--- config.mk ---
export PLATFORM = sky130hd
export DESIGN_NAME = pid_position_deadband_clamp
export DESIGN_NICKNAME = d
export VERILOG_FILES = /design/src/rtl/core/pdc_pkg.sv /design/src/rtl/core/pid_position_deadband_clamp.sv /design/src/rtl/core/pdc_err_stage.sv /design/src/rtl/core/pdc_mul_stage.sv /design/src/rtl/core/pdc_add_stage.sv /design/src/rtl/core/pdc_out_stage.sv
export SDC_FILE = /design/constraint.sdc
export NUM_CORES = 2
export LEC_CHECK = 0
export BUFFER_PORTS_ARGS = -buffer_cell sky130_fd_sc_hd__buf_2
export CAP_MARGIN = 20
export CORE_MARGIN = 2
export CORE_UTILIZATION = 65
export DETAILED_ROUTE_END_ITERATION = 10
export PLACE_DENSITY = 0.9
export SKIP_CTS_REPAIR_TIMING = 1
export SYNTH_ARGS = -nofsm -noshare
export SYNTH_HDL_FRONTEND = slang
export SYNTH_SLANG_ARGS = --single-unit
export TNS_END_PERCENT = 20
--- constraint.sdc ---
create_clock -name clk -period 20.9 [get_ports clk]
set_clock_uncertainty 0.05 [all_clocks]
set_input_delay 1.045 -clock clk [delete_from_list [all_inputs] [get_ports clk]]
set_output_delay 1.045 -clock clk [all_outputs]
set_load 0.01 [all_outputs]
--- src/rtl/core/pdc_pkg.sv ---
// Package for the PID position controller with dead band and clamps.
// Holds field widths, configuration index codes and the structs passed
// between pipeline stages. No dependencies.
`default_nettype none
package pdc_pkg;

  localparam int InW    = 16;
  localparam int GainW  = 24;
  localparam int BandW  = 16;
  localparam int LimW   = 20;
  localparam int ErrW   = 17;
  localparam int AccW   = 21;
  localparam int DErrW  = 18;
  localparam int DriveW = 21;
  localparam int FracW  = 16;
  localparam int PW     = GainW + 1 + ErrW;
  localparam int IW     = GainW + 1 + AccW;
  localparam int DW     = GainW + 1 + DErrW;
  localparam int ICW    = LimW + FracW + 1;
  localparam int PDW    = DW + 1;
  localparam int SumW   = IW;
  localparam int CfgIdxW = 3;
  localparam int CfgDataW = GainW;

  typedef enum logic [CfgIdxW-1:0] {
    CFG_GAIN_P      = 3'd0,
    CFG_GAIN_I      = 3'd1,
    CFG_GAIN_D      = 3'd2,
    CFG_DEAD_BAND   = 3'd3,
    CFG_INTEG_LIMIT = 3'd4,
    CFG_ITERM_LIMIT = 3'd5,
    CFG_OUT_LIMIT   = 3'd6
  } cfg_idx_t;

  typedef struct packed {
    logic [GainW-1:0] gain_p;
    logic [GainW-1:0] gain_i;
    logic [GainW-1:0] gain_d;
    logic [BandW-1:0] dead_band;
    logic [LimW-1:0]  integ_limit;
    logic [LimW-1:0]  iterm_limit;
    logic [LimW-1:0]  out_limit;
  } cfg_t;

  typedef struct packed {
    logic signed [ErrW-1:0]  err;
    logic signed [AccW-1:0]  acc;
    logic signed [DErrW-1:0] derr;
  } err_data_t;

  typedef struct packed {
    logic signed [PW-1:0] p;
    logic signed [IW-1:0] i;
    logic signed [DW-1:0] d;
  } prod_t;

  typedef struct packed {
    logic signed [ICW-1:0] iterm;
    logic signed [PDW-1:0] pd;
  } part_t;

endpackage
`default_nettype wire

--- src/rtl/core/pid_position_deadband_clamp.sv ---
// Top level of the positional PID controller with dead band and clamps.
// Holds the configuration registers and chains the four pipeline stages.
// Depends on pdc_pkg and the pdc_*_stage modules.
//
// Usage: each input transaction on in_valid/in_ready carries one setpoint
// and one measured value; each one yields exactly one output transaction
// on out_valid/out_ready carrying the clamped drive value.
// The pipeline has four register stages: error and accumulator, products,
// partial sums and the result register, which each transaction passes in
// that order. One transaction can be accepted every cycle while the
// pipeline is not stalled by out_ready.
// Every stage holds its data while the one after it is full and stalled,
// so a stall on out_ready fills the pipeline and then drops in_ready; up
// to four transactions are in flight. The controller state (accumulator
// and previous error) advances only when an input transaction is accepted.
// Configuration writes on cfg_we take effect at the next edge and must be
// made while the pipeline is empty. Reset clears all configuration
// registers, the controller state and every stage valid bit.
`default_nettype none
module pid_position_deadband_clamp
  import pdc_pkg::*;
(
  input  wire logic                       clk,
  input  wire logic                       rst_n,
  input  wire logic                       cfg_we,
  input  wire logic [CfgIdxW-1:0]         cfg_index,
  input  wire logic [CfgDataW-1:0]        cfg_wdata,
  input  wire logic                       in_valid,
  output logic                            in_ready,
  input  wire logic signed [InW-1:0]      in_setpoint,
  input  wire logic signed [InW-1:0]      in_measured,
  output logic                            out_valid,
  input  wire logic                       out_ready,
  output logic signed [DriveW-1:0]        out_drive
);

  cfg_t      cfg_r;
  logic      a_valid;
  logic      a_ready;
  err_data_t a_data;
  logic      b_valid;
  logic      b_ready;
  prod_t     b_data;
  logic      c_valid;
  logic      c_ready;
  part_t     c_data;

  always_ff @(posedge clk) begin
    if (!rst_n) begin
      cfg_r <= '0;
    end else if (cfg_we) begin
      case (cfg_idx_t'(cfg_index))
        CFG_GAIN_P:      cfg_r.gain_p      <= cfg_wdata[GainW-1:0];
        CFG_GAIN_I:      cfg_r.gain_i      <= cfg_wdata[GainW-1:0];
        CFG_GAIN_D:      cfg_r.gain_d      <= cfg_wdata[GainW-1:0];
        CFG_DEAD_BAND:   cfg_r.dead_band   <= cfg_wdata[BandW-1:0];
        CFG_INTEG_LIMIT: cfg_r.integ_limit <= cfg_wdata[LimW-1:0];
        CFG_ITERM_LIMIT: cfg_r.iterm_limit <= cfg_wdata[LimW-1:0];
        CFG_OUT_LIMIT:   cfg_r.out_limit   <= cfg_wdata[LimW-1:0];
        default: begin
        end
      endcase
    end
  end

  pdc_err_stage u_err (
    .clk      (clk),
    .rst_n    (rst_n),
    .cfg      (cfg_r),
    .up_valid (in_valid),
    .up_ready (in_ready),
    .setpoint (in_setpoint),
    .measured (in_measured),
    .dn_valid (a_valid),
    .dn_ready (a_ready),
    .dn_data  (a_data)
  );

  pdc_mul_stage u_mul (
    .clk      (clk),
    .rst_n    (rst_n),
    .cfg      (cfg_r),
    .up_valid (a_valid),
    .up_ready (a_ready),
    .up_data  (a_data),
    .dn_valid (b_valid),
    .dn_ready (b_ready),
    .dn_data  (b_data)
  );

  pdc_add_stage u_add (
    .clk      (clk),
    .rst_n    (rst_n),
    .cfg      (cfg_r),
    .up_valid (b_valid),
    .up_ready (b_ready),
    .up_data  (b_data),
    .dn_valid (c_valid),
    .dn_ready (c_ready),
    .dn_data  (c_data)
  );

  pdc_out_stage u_out (
    .clk      (clk),
    .rst_n    (rst_n),
    .cfg      (cfg_r),
    .up_valid (c_valid),
    .up_ready (c_ready),
    .up_data  (c_data),
    .dn_valid (out_valid),
    .dn_ready (out_ready),
    .dn_drive (out_drive)
  );

  // An empty result register means every stage can take a transaction.
  a_empty_out_means_ready: assert property (
    @(posedge clk) disable iff (!rst_n) !out_valid |-> in_ready
  ) else $error("input stalled while the result register is empty");

  a_accept_fills_stage: assert property (
    @(posedge clk) disable iff (!rst_n) (in_valid && in_ready) |=> a_valid
  ) else $error("accepted transaction did not reach the error stage");

  a_stalled_stage_holds: assert property (
    @(posedge clk) disable iff (!rst_n)
    (a_valid && !a_ready) |=> (a_valid && $stable(a_data))
  ) else $error("error stage lost or changed data while stalled");

  a_stalled_out_holds: assert property (
    @(posedge clk) disable iff (!rst_n)
    (c_valid && !c_ready) |=> (c_valid && out_valid && !out_ready) || c_ready
  ) else $error("partial sum stage stalled without a stalled result");

endmodule
`default_nettype wire

--- src/rtl/core/pdc_err_stage.sv ---
// Error stage: error, dead band, clamped accumulator and error difference.
// Holds the controller state. Depends on pdc_pkg.
`default_nettype none
module pdc_err_stage
  import pdc_pkg::*;
(
  input  wire logic                   clk,
  input  wire logic                   rst_n,
  input  wire cfg_t                   cfg,
  input  wire logic                   up_valid,
  output logic                        up_ready,
  input  wire logic signed [InW-1:0]  setpoint,
  input  wire logic signed [InW-1:0]  measured,
  output logic                        dn_valid,
  input  wire logic                   dn_ready,
  output err_data_t                   dn_data
);

  logic                    valid_r;
  err_data_t               data_r;
  logic signed [AccW-1:0]  acc_r;
  logic signed [AccW-1:0]  acc_nxt;
  logic signed [ErrW-1:0]  prev_r;
  logic signed [ErrW-1:0]  err_raw;
  logic signed [ErrW-1:0]  err_db;
  logic signed [ErrW:0]    err_wide;
  logic signed [ErrW:0]    band;
  logic signed [AccW:0]    acc_sum;
  logic signed [AccW:0]    acc_lim;
  logic signed [DErrW-1:0] derr;
  logic                    take;

  assign up_ready = !valid_r || dn_ready;
  assign take     = up_valid && up_ready;

  always_comb begin
    err_raw  = ErrW'(setpoint) - ErrW'(measured);
    err_wide = (ErrW+1)'(err_raw);
    band     = $signed({2'b00, cfg.dead_band});
    if ((err_wide > -band) && (err_wide < band)) begin
      err_db = '0;
    end else begin
      err_db = err_raw;
    end
    acc_sum = (AccW+1)'(acc_r) + (AccW+1)'(err_db);
    acc_lim = $signed({2'b00, cfg.integ_limit});
    if (acc_sum > acc_lim) begin
      acc_nxt = acc_lim[AccW-1:0];
    end else if (acc_sum < -acc_lim) begin
      acc_nxt = AccW'(-acc_lim);
    end else begin
      acc_nxt = acc_sum[AccW-1:0];
    end
    derr = DErrW'(err_db) - DErrW'(prev_r);
  end

  always_ff @(posedge clk) begin
    if (!rst_n) begin
      valid_r <= 1'b0;
      acc_r   <= '0;
      prev_r  <= '0;
    end else begin
      if (up_ready) begin
        valid_r <= up_valid;
      end
      if (take) begin
        acc_r  <= acc_nxt;
        prev_r <= err_db;
      end
    end
  end

  always_ff @(posedge clk) begin
    if (take) begin
      data_r.err  <= err_db;
      data_r.acc  <= acc_nxt;
      data_r.derr <= derr;
    end
  end

  assign dn_valid = valid_r;
  assign dn_data  = data_r;

endmodule
`default_nettype wire

--- src/rtl/core/pdc_mul_stage.sv ---
// Multiply stage: forms the P, I and D products with Q8.16 gains.
// Depends on pdc_pkg.
`default_nettype none
module pdc_mul_stage
  import pdc_pkg::*;
(
  input  wire logic      clk,
  input  wire logic      rst_n,
  input  wire cfg_t      cfg,
  input  wire logic      up_valid,
  output logic           up_ready,
  input  wire err_data_t up_data,
  output logic           dn_valid,
  input  wire logic      dn_ready,
  output prod_t          dn_data
);

  logic  valid_r;
  prod_t data_r;
  prod_t data_nxt;

  assign up_ready = !valid_r || dn_ready;

  always_comb begin
    data_nxt.p = PW'($signed({1'b0, cfg.gain_p})) * PW'($signed(up_data.err));
    data_nxt.i = IW'($signed({1'b0, cfg.gain_i})) * IW'($signed(up_data.acc));
    data_nxt.d = DW'($signed({1'b0, cfg.gain_d})) * DW'($signed(up_data.derr));
  end

  always_ff @(posedge clk) begin
    if (!rst_n) begin
      valid_r <= 1'b0;
    end else if (up_ready) begin
      valid_r <= up_valid;
    end
  end

  always_ff @(posedge clk) begin
    if (up_valid && up_ready) begin
      data_r <= data_nxt;
    end
  end

  assign dn_valid = valid_r;
  assign dn_data  = data_r;

endmodule
`default_nettype wire

--- src/rtl/core/pdc_add_stage.sv ---
// Partial sum stage: clamps the I term and adds the P and D terms.
// Depends on pdc_pkg.
`default_nettype none
module pdc_add_stage
  import pdc_pkg::*;
(
  input  wire logic  clk,
  input  wire logic  rst_n,
  input  wire cfg_t  cfg,
  input  wire logic  up_valid,
  output logic       up_ready,
  input  wire prod_t up_data,
  output logic       dn_valid,
  input  wire logic  dn_ready,
  output part_t      dn_data
);

  logic                 valid_r;
  part_t                data_r;
  part_t                data_nxt;
  logic signed [IW-1:0] ilim;

  assign up_ready = !valid_r || dn_ready;

  always_comb begin
    ilim = IW'($signed({1'b0, cfg.iterm_limit, {FracW{1'b0}}}));
    if (up_data.i > ilim) begin
      data_nxt.iterm = ilim[ICW-1:0];
    end else if (up_data.i < -ilim) begin
      data_nxt.iterm = ICW'(-ilim);
    end else begin
      data_nxt.iterm = up_data.i[ICW-1:0];
    end
    data_nxt.pd = PDW'(up_data.p) + PDW'(up_data.d);
  end

  always_ff @(posedge clk) begin
    if (!rst_n) begin
      valid_r <= 1'b0;
    end else if (up_ready) begin
      valid_r <= up_valid;
    end
  end

  always_ff @(posedge clk) begin
    if (up_valid && up_ready) begin
      data_r <= data_nxt;
    end
  end

  assign dn_valid = valid_r;
  assign dn_data  = data_r;

endmodule
`default_nettype wire

--- src/rtl/core/pdc_out_stage.sv ---
// Output stage: final sum, truncation toward zero and output clamp,
// feeding the result register. Depends on pdc_pkg.
`default_nettype none
module pdc_out_stage
  import pdc_pkg::*;
(
  input  wire logic                     clk,
  input  wire logic                     rst_n,
  input  wire cfg_t                     cfg,
  input  wire logic                     up_valid,
  output logic                          up_ready,
  input  wire part_t                    up_data,
  output logic                          dn_valid,
  input  wire logic                     dn_ready,
  output logic signed [DriveW-1:0]      dn_drive
);

  localparam int QW = SumW - FracW;

  logic                     valid_r;
  logic signed [DriveW-1:0] drive_r;
  logic signed [DriveW-1:0] drive_nxt;
  logic signed [SumW-1:0]   total;
  logic signed [QW-1:0]     quot;
  logic signed [QW-1:0]     lim;
  logic                     round_up;

  assign up_ready = !valid_r || dn_ready;

  always_comb begin
    total    = SumW'(up_data.iterm) + SumW'(up_data.pd);
    round_up = total[SumW-1] && (|total[FracW-1:0]);
    quot     = $signed(total[SumW-1:FracW]) + $signed({{(QW-1){1'b0}}, round_up});
    lim      = $signed({{(QW-LimW){1'b0}}, cfg.out_limit});
    if (quot > lim) begin
      drive_nxt = lim[DriveW-1:0];
    end else if (quot < -lim) begin
      drive_nxt = DriveW'(-lim);
    end else begin
      drive_nxt = quot[DriveW-1:0];
    end
  end

  always_ff @(posedge clk) begin
    if (!rst_n) begin
      valid_r <= 1'b0;
    end else if (up_ready) begin
      valid_r <= up_valid;
    end
  end

  always_ff @(posedge clk) begin
    if (up_valid && up_ready) begin
      drive_r <= drive_nxt;
    end
  end

  assign dn_valid = valid_r;
  assign dn_drive = drive_r;

endmodule
`default_nettype wire

# ---- After elaboration in Yosys (flattened, before gate mapping)
# Index checks and enable logic that the tools add are counted.
dict set report totals {
  register_bits 479
  latch_bits 0
  mem_bits_rw 0
  mem_bits_ro 0
  input_bits 64
  word_cells 81
  n_memories 0
}
dict set report classes {
  add_sub_neg 10
  multipliers 3
  n_div 0
  n_lt_le_gt_ge 8
  n_eq_ne 6
  shift 0
  mux 7
  bitwise_logic 0
  reduce_logical 23
}
# op count
set op_table {}
lappend op_table {{$mux 21} 3}
lappend op_table {{$gt 46x37->1} 1}
lappend op_table {{$lt 46x46->1} 1}
lappend op_table {{$mul 25x21->46} 1}
lappend op_table {{$neg 36->46} 1}
lappend op_table {{$add 37x44->45} 1}
lappend op_table {{$add 42x43->44} 1}
lappend op_table {{$mul 25x18->43} 1}
lappend op_table {{$mul 25x17->42} 1}
lappend op_table {{$mux 37} 1}
lappend op_table {{$mux 36} 1}
lappend op_table {{$add 30x2->30} 1}
lappend op_table {{$gt 30x21->1} 1}
lappend op_table {{$lt 30x30->1} 1}
lappend op_table {{$neg 20->30} 1}
lappend op_table {{$add 21x17->22} 1}
lappend op_table {{$gt 22x21->1} 1}
lappend op_table {{$lt 22x22->1} 1}
lappend op_table {{$neg 20->22} 1}
lappend op_table {{$mux 20} 1}
lappend op_table {{$gt 17x18->1} 1}
lappend op_table {{$neg 16->18} 1}
lappend op_table {{$sub 17x17->18} 1}
lappend op_table {{$lt 17x17->1} 1}
lappend op_table {{other kinds (11)} 31}

# ---- Logic depth before layout (Yosys ltp)
dict set report logic_depth {
  ltp_word 8
  ltp_mapped 45
}

# ---- Hierarchy
# From an unflattened synthesis, not the netlist that was laid out.
dict set report unflattened {
  cells_unflattened 8376
  hier_area_um2 76399.5
}
# module n_inst cells_each area_per_inst_um2 seq_area_each_um2
set by_module_without_submodules {}
lappend by_module_without_submodules {pdc_mul_stage 1 5229 48479.0 3953.8}
lappend by_module_without_submodules {pdc_err_stage 1 1027 8906.0 2462.4}
lappend by_module_without_submodules {pdc_add_stage 1 738 7054.3 2452.4}
lappend by_module_without_submodules {pdc_out_stage 1 871 6542.5 650.6}
lappend by_module_without_submodules {pid_position_deadband_clamp 1 511 5417.7 2962.8}

# ---- Least setup slack after synthesis
# Ideal clock, no wire load.
dict set report synth_path {
  path_kind {input to register}
  startpoint {in in_measured[4]}
  endpoint {reg u_err.acc_r[19]}
  t_arrival_ns 9.287
  required_time_ns 20.640
  path_slack_ns 11.353
  cell_stages 42
  n_path_buf 1
  path_cell_list {inv_1 ha_1 a21o_1 or3_1 o21a_1 a31o_2 o21a_1 o21ai_0 nand2b_1 xor2_1 ha_1 nand2_1 a31o_1 a211o_1 nor3_1 o211ai_2 nor2_1 clkbuf_1 (+6 left out) a21oi_1 o21bai_1 a21oi_1 xnor2_1 ha_1 o21a_1 o21ai_0 a21oi_1 o21ai_0 a21oi_1 o21a_1 nor3_1 o31ai_1 o31ai_1 o21bai_2 mux2_2 o22a_1 o2bb2ai_1}
}
dict set report synth_via {
  elab_chain_cells 8
  elab_cells_between_ends 10
}
# item line
set synth_rtl {}
lappend synth_rtl {{from (decl)} pid_position_deadband_clamp.sv:31} ;# input wire logic signed [InW-1:0] in_measured,
lappend synth_rtl {{$sub 16x16->17 *} pdc_err_stage.sv:37} ;# err_raw = ErrW'(setpoint) - ErrW'(measured);
lappend synth_rtl {{$gt 17x18->1 / $lt 17x17->1 (equally long branches)} pdc_err_stage.sv:40} ;# if ((err_wide > -band) && (err_wide < band)) begin
lappend synth_rtl {{$logic_and 1x1->1 *} pdc_err_stage.sv:40}
lappend synth_rtl {{$mux 17 *} pdc_err_stage.sv:40}
lappend synth_rtl {{net u_err.err_db[2]} pdc_err_stage.sv:25} ;# logic signed [ErrW-1:0] err_db;
lappend synth_rtl {{$add 21x17->22 *} pdc_err_stage.sv:45} ;# acc_sum = (AccW+1)'(acc_r) + (AccW+1)'(err_db);
lappend synth_rtl {{$lt 22x22->1} pdc_err_stage.sv:49} ;# end else if (acc_sum < -acc_lim) begin
lappend synth_rtl {{$mux 21} pdc_err_stage.sv:49}
lappend synth_rtl {{$mux 21 *} pdc_err_stage.sv:47} ;# if (acc_sum > acc_lim) begin
lappend synth_rtl {{net u_err.acc_nxt[19]} pdc_err_stage.sv:22} ;# logic signed [AccW-1:0] acc_nxt;
lappend synth_rtl {{to (signal assigned)} pdc_err_stage.sv:67} ;# acc_r <= acc_nxt;
lappend synth_rtl {{to (decl)} pdc_err_stage.sv:21} ;# logic signed [AccW-1:0] acc_r;
# The timed path passes the listed nets; every way through them passes the cells marked *.
# A chain may end at the register's enable or synchronous reset.

# ---- Worst setup path in the final report
dict set report layout_path {
  startpoint {in in_setpoint[0]}
  endpoint {reg u_err.acc_r[2]}
}
dict set report layout_via {
  elab_chain_cells 8
  elab_cells_between_ends 10
}
# item line
set layout_rtl {}
lappend layout_rtl {{from (decl)} pid_position_deadband_clamp.sv:30} ;# input wire logic signed [InW-1:0] in_setpoint,
lappend layout_rtl {{$sub 16x16->17 *} pdc_err_stage.sv:37}
lappend layout_rtl {{$gt 17x18->1 / $lt 17x17->1 (equally long branches)} pdc_err_stage.sv:40}
lappend layout_rtl {{$logic_and 1x1->1} pdc_err_stage.sv:40}
lappend layout_rtl {{$mux 17 *} pdc_err_stage.sv:40}
lappend layout_rtl {{net u_err.err_db[2]} pdc_err_stage.sv:25}
lappend layout_rtl {{$add 21x17->22 *} pdc_err_stage.sv:45}
lappend layout_rtl {{$lt 22x22->1} pdc_err_stage.sv:49}
lappend layout_rtl {{$mux 21} pdc_err_stage.sv:49}
lappend layout_rtl {{$mux 21 *} pdc_err_stage.sv:47}
lappend layout_rtl {{net u_err.acc_nxt[2]} pdc_err_stage.sv:22}
# Marks and branches as above.

==> metrics.txt <==
status=completed; Synth area leaders=fa_1 30%, ha_1 13%, edfxtp_1 12%, nand2_1 7.2%, inv_1 7.0%; share of cells above drive strength 1=3.99%; Worst slew margin=17.4%; H-tree levels=2; Critical Path RT=21,390 ps; vias=59,700; RSZ-0062 raised after global routing=false; Worst R2R Setup Slack=10,630 ps; Worst Hold Class=reg2reg; Pleak=35.8 nW; post-synth top area share=30.0%; GPL Wtd Cong=0.965; DRT antenna net count=0; CTS tree=built; Yosys reg bits=~480; Clk Tree Root Cell=clkbuf_16; CP max FO=18; Compound-Gate Fraction of Synth Area=9.25%; Power Density=86.7 mW/mm²; DIE AREA=0.116 mm²; number of synthesized flops with an enable pin=289; Final setup viols=0; port bufs=86; CP endpoint kind=register; via/cell ratio=6.17; wire length per cell=22.0 µm; CP dominant cell by count=a21oi_1; Die Width=340 µm; die height=340 µm; worst slew pin tran=1240 ps; post-synthesis mux area share=0.490%; Syn. warnings=0; Synth Area in XOR/XNOR=3.51%; gr usage total=a little under two fifths; Maximum Capacitance Violations=0; Critical Path Start Type=primary input; clk_lat worst skew=690 ps; clock buffer depth=3; mapped cell area=between 0.07 and 0.08 mm²; Mean Syn Cell Area=8.91 µm²; largest net degree at the start of global routing=102; CTS clk-pin slew, worst paths=around 60 ps; post-layout minimum cycle time=approximately 11,000 ps; initial antenna violation count=14; cell with the largest stage delay on the worst path=o41ai_1; R2R Path Start=cfg_r[62]; row cnt=123; wirelength, routed=~210,000 µm; Power, Total=6.69 mW; clock sink count=approximately 480; period utilization=51.3%; commonest cells after routing, fill and taps aside=1,405 x nand2_1, 1,375 x inv_1, 1,100 x fa_1, 781 x ha_1, 430 x and2_1; Netlist cell types=98; CORE AREA=0.112 mm²; commonest non-fill, non-tap cell in the layout=nand2_1; final core utilization=a little under 70%; # nets final=just over 10,000; RR Endpoint=u_err.acc_r[2]; cell count of the worst hold path=2; post-synthesis simple-gate area fraction=17.6%; largest family of logic cells by synthesized area=adder cells; Seq/Total Area, Yosys=17.0%; f_max=93.2 MHz; Yosys top cell by area=fa_1; CTS buffer count=52; top_reg_cell synth=edfxtp_1; starting density of the core=65.4%; initial drt markers=6,693; remaining global-route overflow=0; Final Max Slew Viols=0; # placed instances=9,553; FF-to-FF path depth=36; post-synthesis adder-cell area fraction=43.3%; Final Non-Filler Cells=9,683; WS Path Type=in2reg; Fill cells=7,881; Critical Path Max Stage Delay=910 ps; Area Growth Syn to Fin=5.02%; Min-Delay Endpoint=u_err.prev_r[16]; vias in the first global route=62,200; dpl hpwl=160,000 µm; syn nets=between 10,000 and 15,000; CP Data Arrival Time=11,220 ps; Synth async-reset ratio=0%; Final Hold Viols=0; Post-route DRC=0; TritonRoute pass-1 iters=7; VDD IR max=about 0.0001 V; Post-Syn Instances=8,247; setup TNS=0 ps; Hold Crit Start=u_err.prev_r[16]; first-pass GRT wire length=around 330,000 µm; IO Count=87
how the worst max path moves through the flow:
stage | endpoint | from | slack [ps]
final | u_err.acc_r[2] | in_setpoint[0] | 10170
after global routing | u_err.acc_r[19] | in_setpoint[0] | 9300
after detailed placement | u_err.acc_r[2] | in_setpoint[0] | 9630
after floorplan | u_err.acc_r[19] | in_measured[4] | 11350
after global placement | u_err.dn_data[37] | in_setpoint[0] | 9930
after CTS | u_err.acc_r[19] | in_setpoint[0] | 10240
cells in the mapped netlist (all sizes together) (170+ instances only):
cell / number
inv: 1377
and2: 430
ha: 781
a21oi: 405
nor2: 269
clkbuf: 342
nand2: 1405
xnor2: 235
edfxtp: 289
fa: 1100
dfxtp: 190
o21ai: 170
logic make-up after synthesis:
family,after synthesis
xor gates and xnor gates,293
DFF,479
adders and majority gates,1883
and+or+nand+nor,2763
AOI/OAI and AO/OA,1059
buffers and inverters,1735
muxes,35
critical path: cells and delay by family:
family	cells	cell delay, ps
compound gates	24	5790
simple gates	7	1770
fa+ha+maj	5	1480
xor+xnor	2	560
mux	1	410
buf+inv	2	130
per-layer routing:
layer	wire (µm)	GRT usage (%)	share of wire [%]
met5	84	0	0.040
met4	15600	23.9	7.4
met3	26500	10.6	12
met2	95800	57.6	45
met1	74500	44.3	35
power by group:
part           internal [mW]  switching, mW  leakage [nW]
logic                   1.60           2.60          30.6
registers               1.28          0.256          4.30
clock network          0.533          0.425         0.840
total                   3.41           3.28          35.8
stage by stage:
step | worst slack, ps | hold slack (ps) | instance area, µm²
after floorplan | 11350 | 386 | 73500
after global placement | 9930 | 391 | 75100
after detailed placement | 9630 | 404 | 75100
after CTS | 10240 | 416 | 76800
after global routing | 9300 | 437 | 77200
final | 10170 | 416 | 77200
area by class of cell:
class | count | area, µm² | area share (%)
diodes | 20 | 50.0 | 0.0648
clock buffers | 68 | 1410 | 1.83
clock inverters | 29 | 322 | 0.417
inverters | 1378 | 5180 | 6.70
multi-input cells | 6033 | 54500 | 70.7
flip-flops and latches | 479 | 12500 | 16.2
well taps | 1500 | 1880 | 2.43
repair buffers | 176 | 1330 | 1.73
state kept, by name, summed over array words and instances, names as in the netlist:
name,count
cfg_r,148
u_add.dn_data,81
u_add.dn_valid,1
u_err.acc_r,21
u_err.dn_data,56
u_err.dn_valid,1
u_err.prev_r,17
u_mul.dn_data,131
u_mul.dn_valid,1
u_out.dn_drive,21
u_out.dn_valid,1
Note: power is estimated with default switching activity, not from simulation.
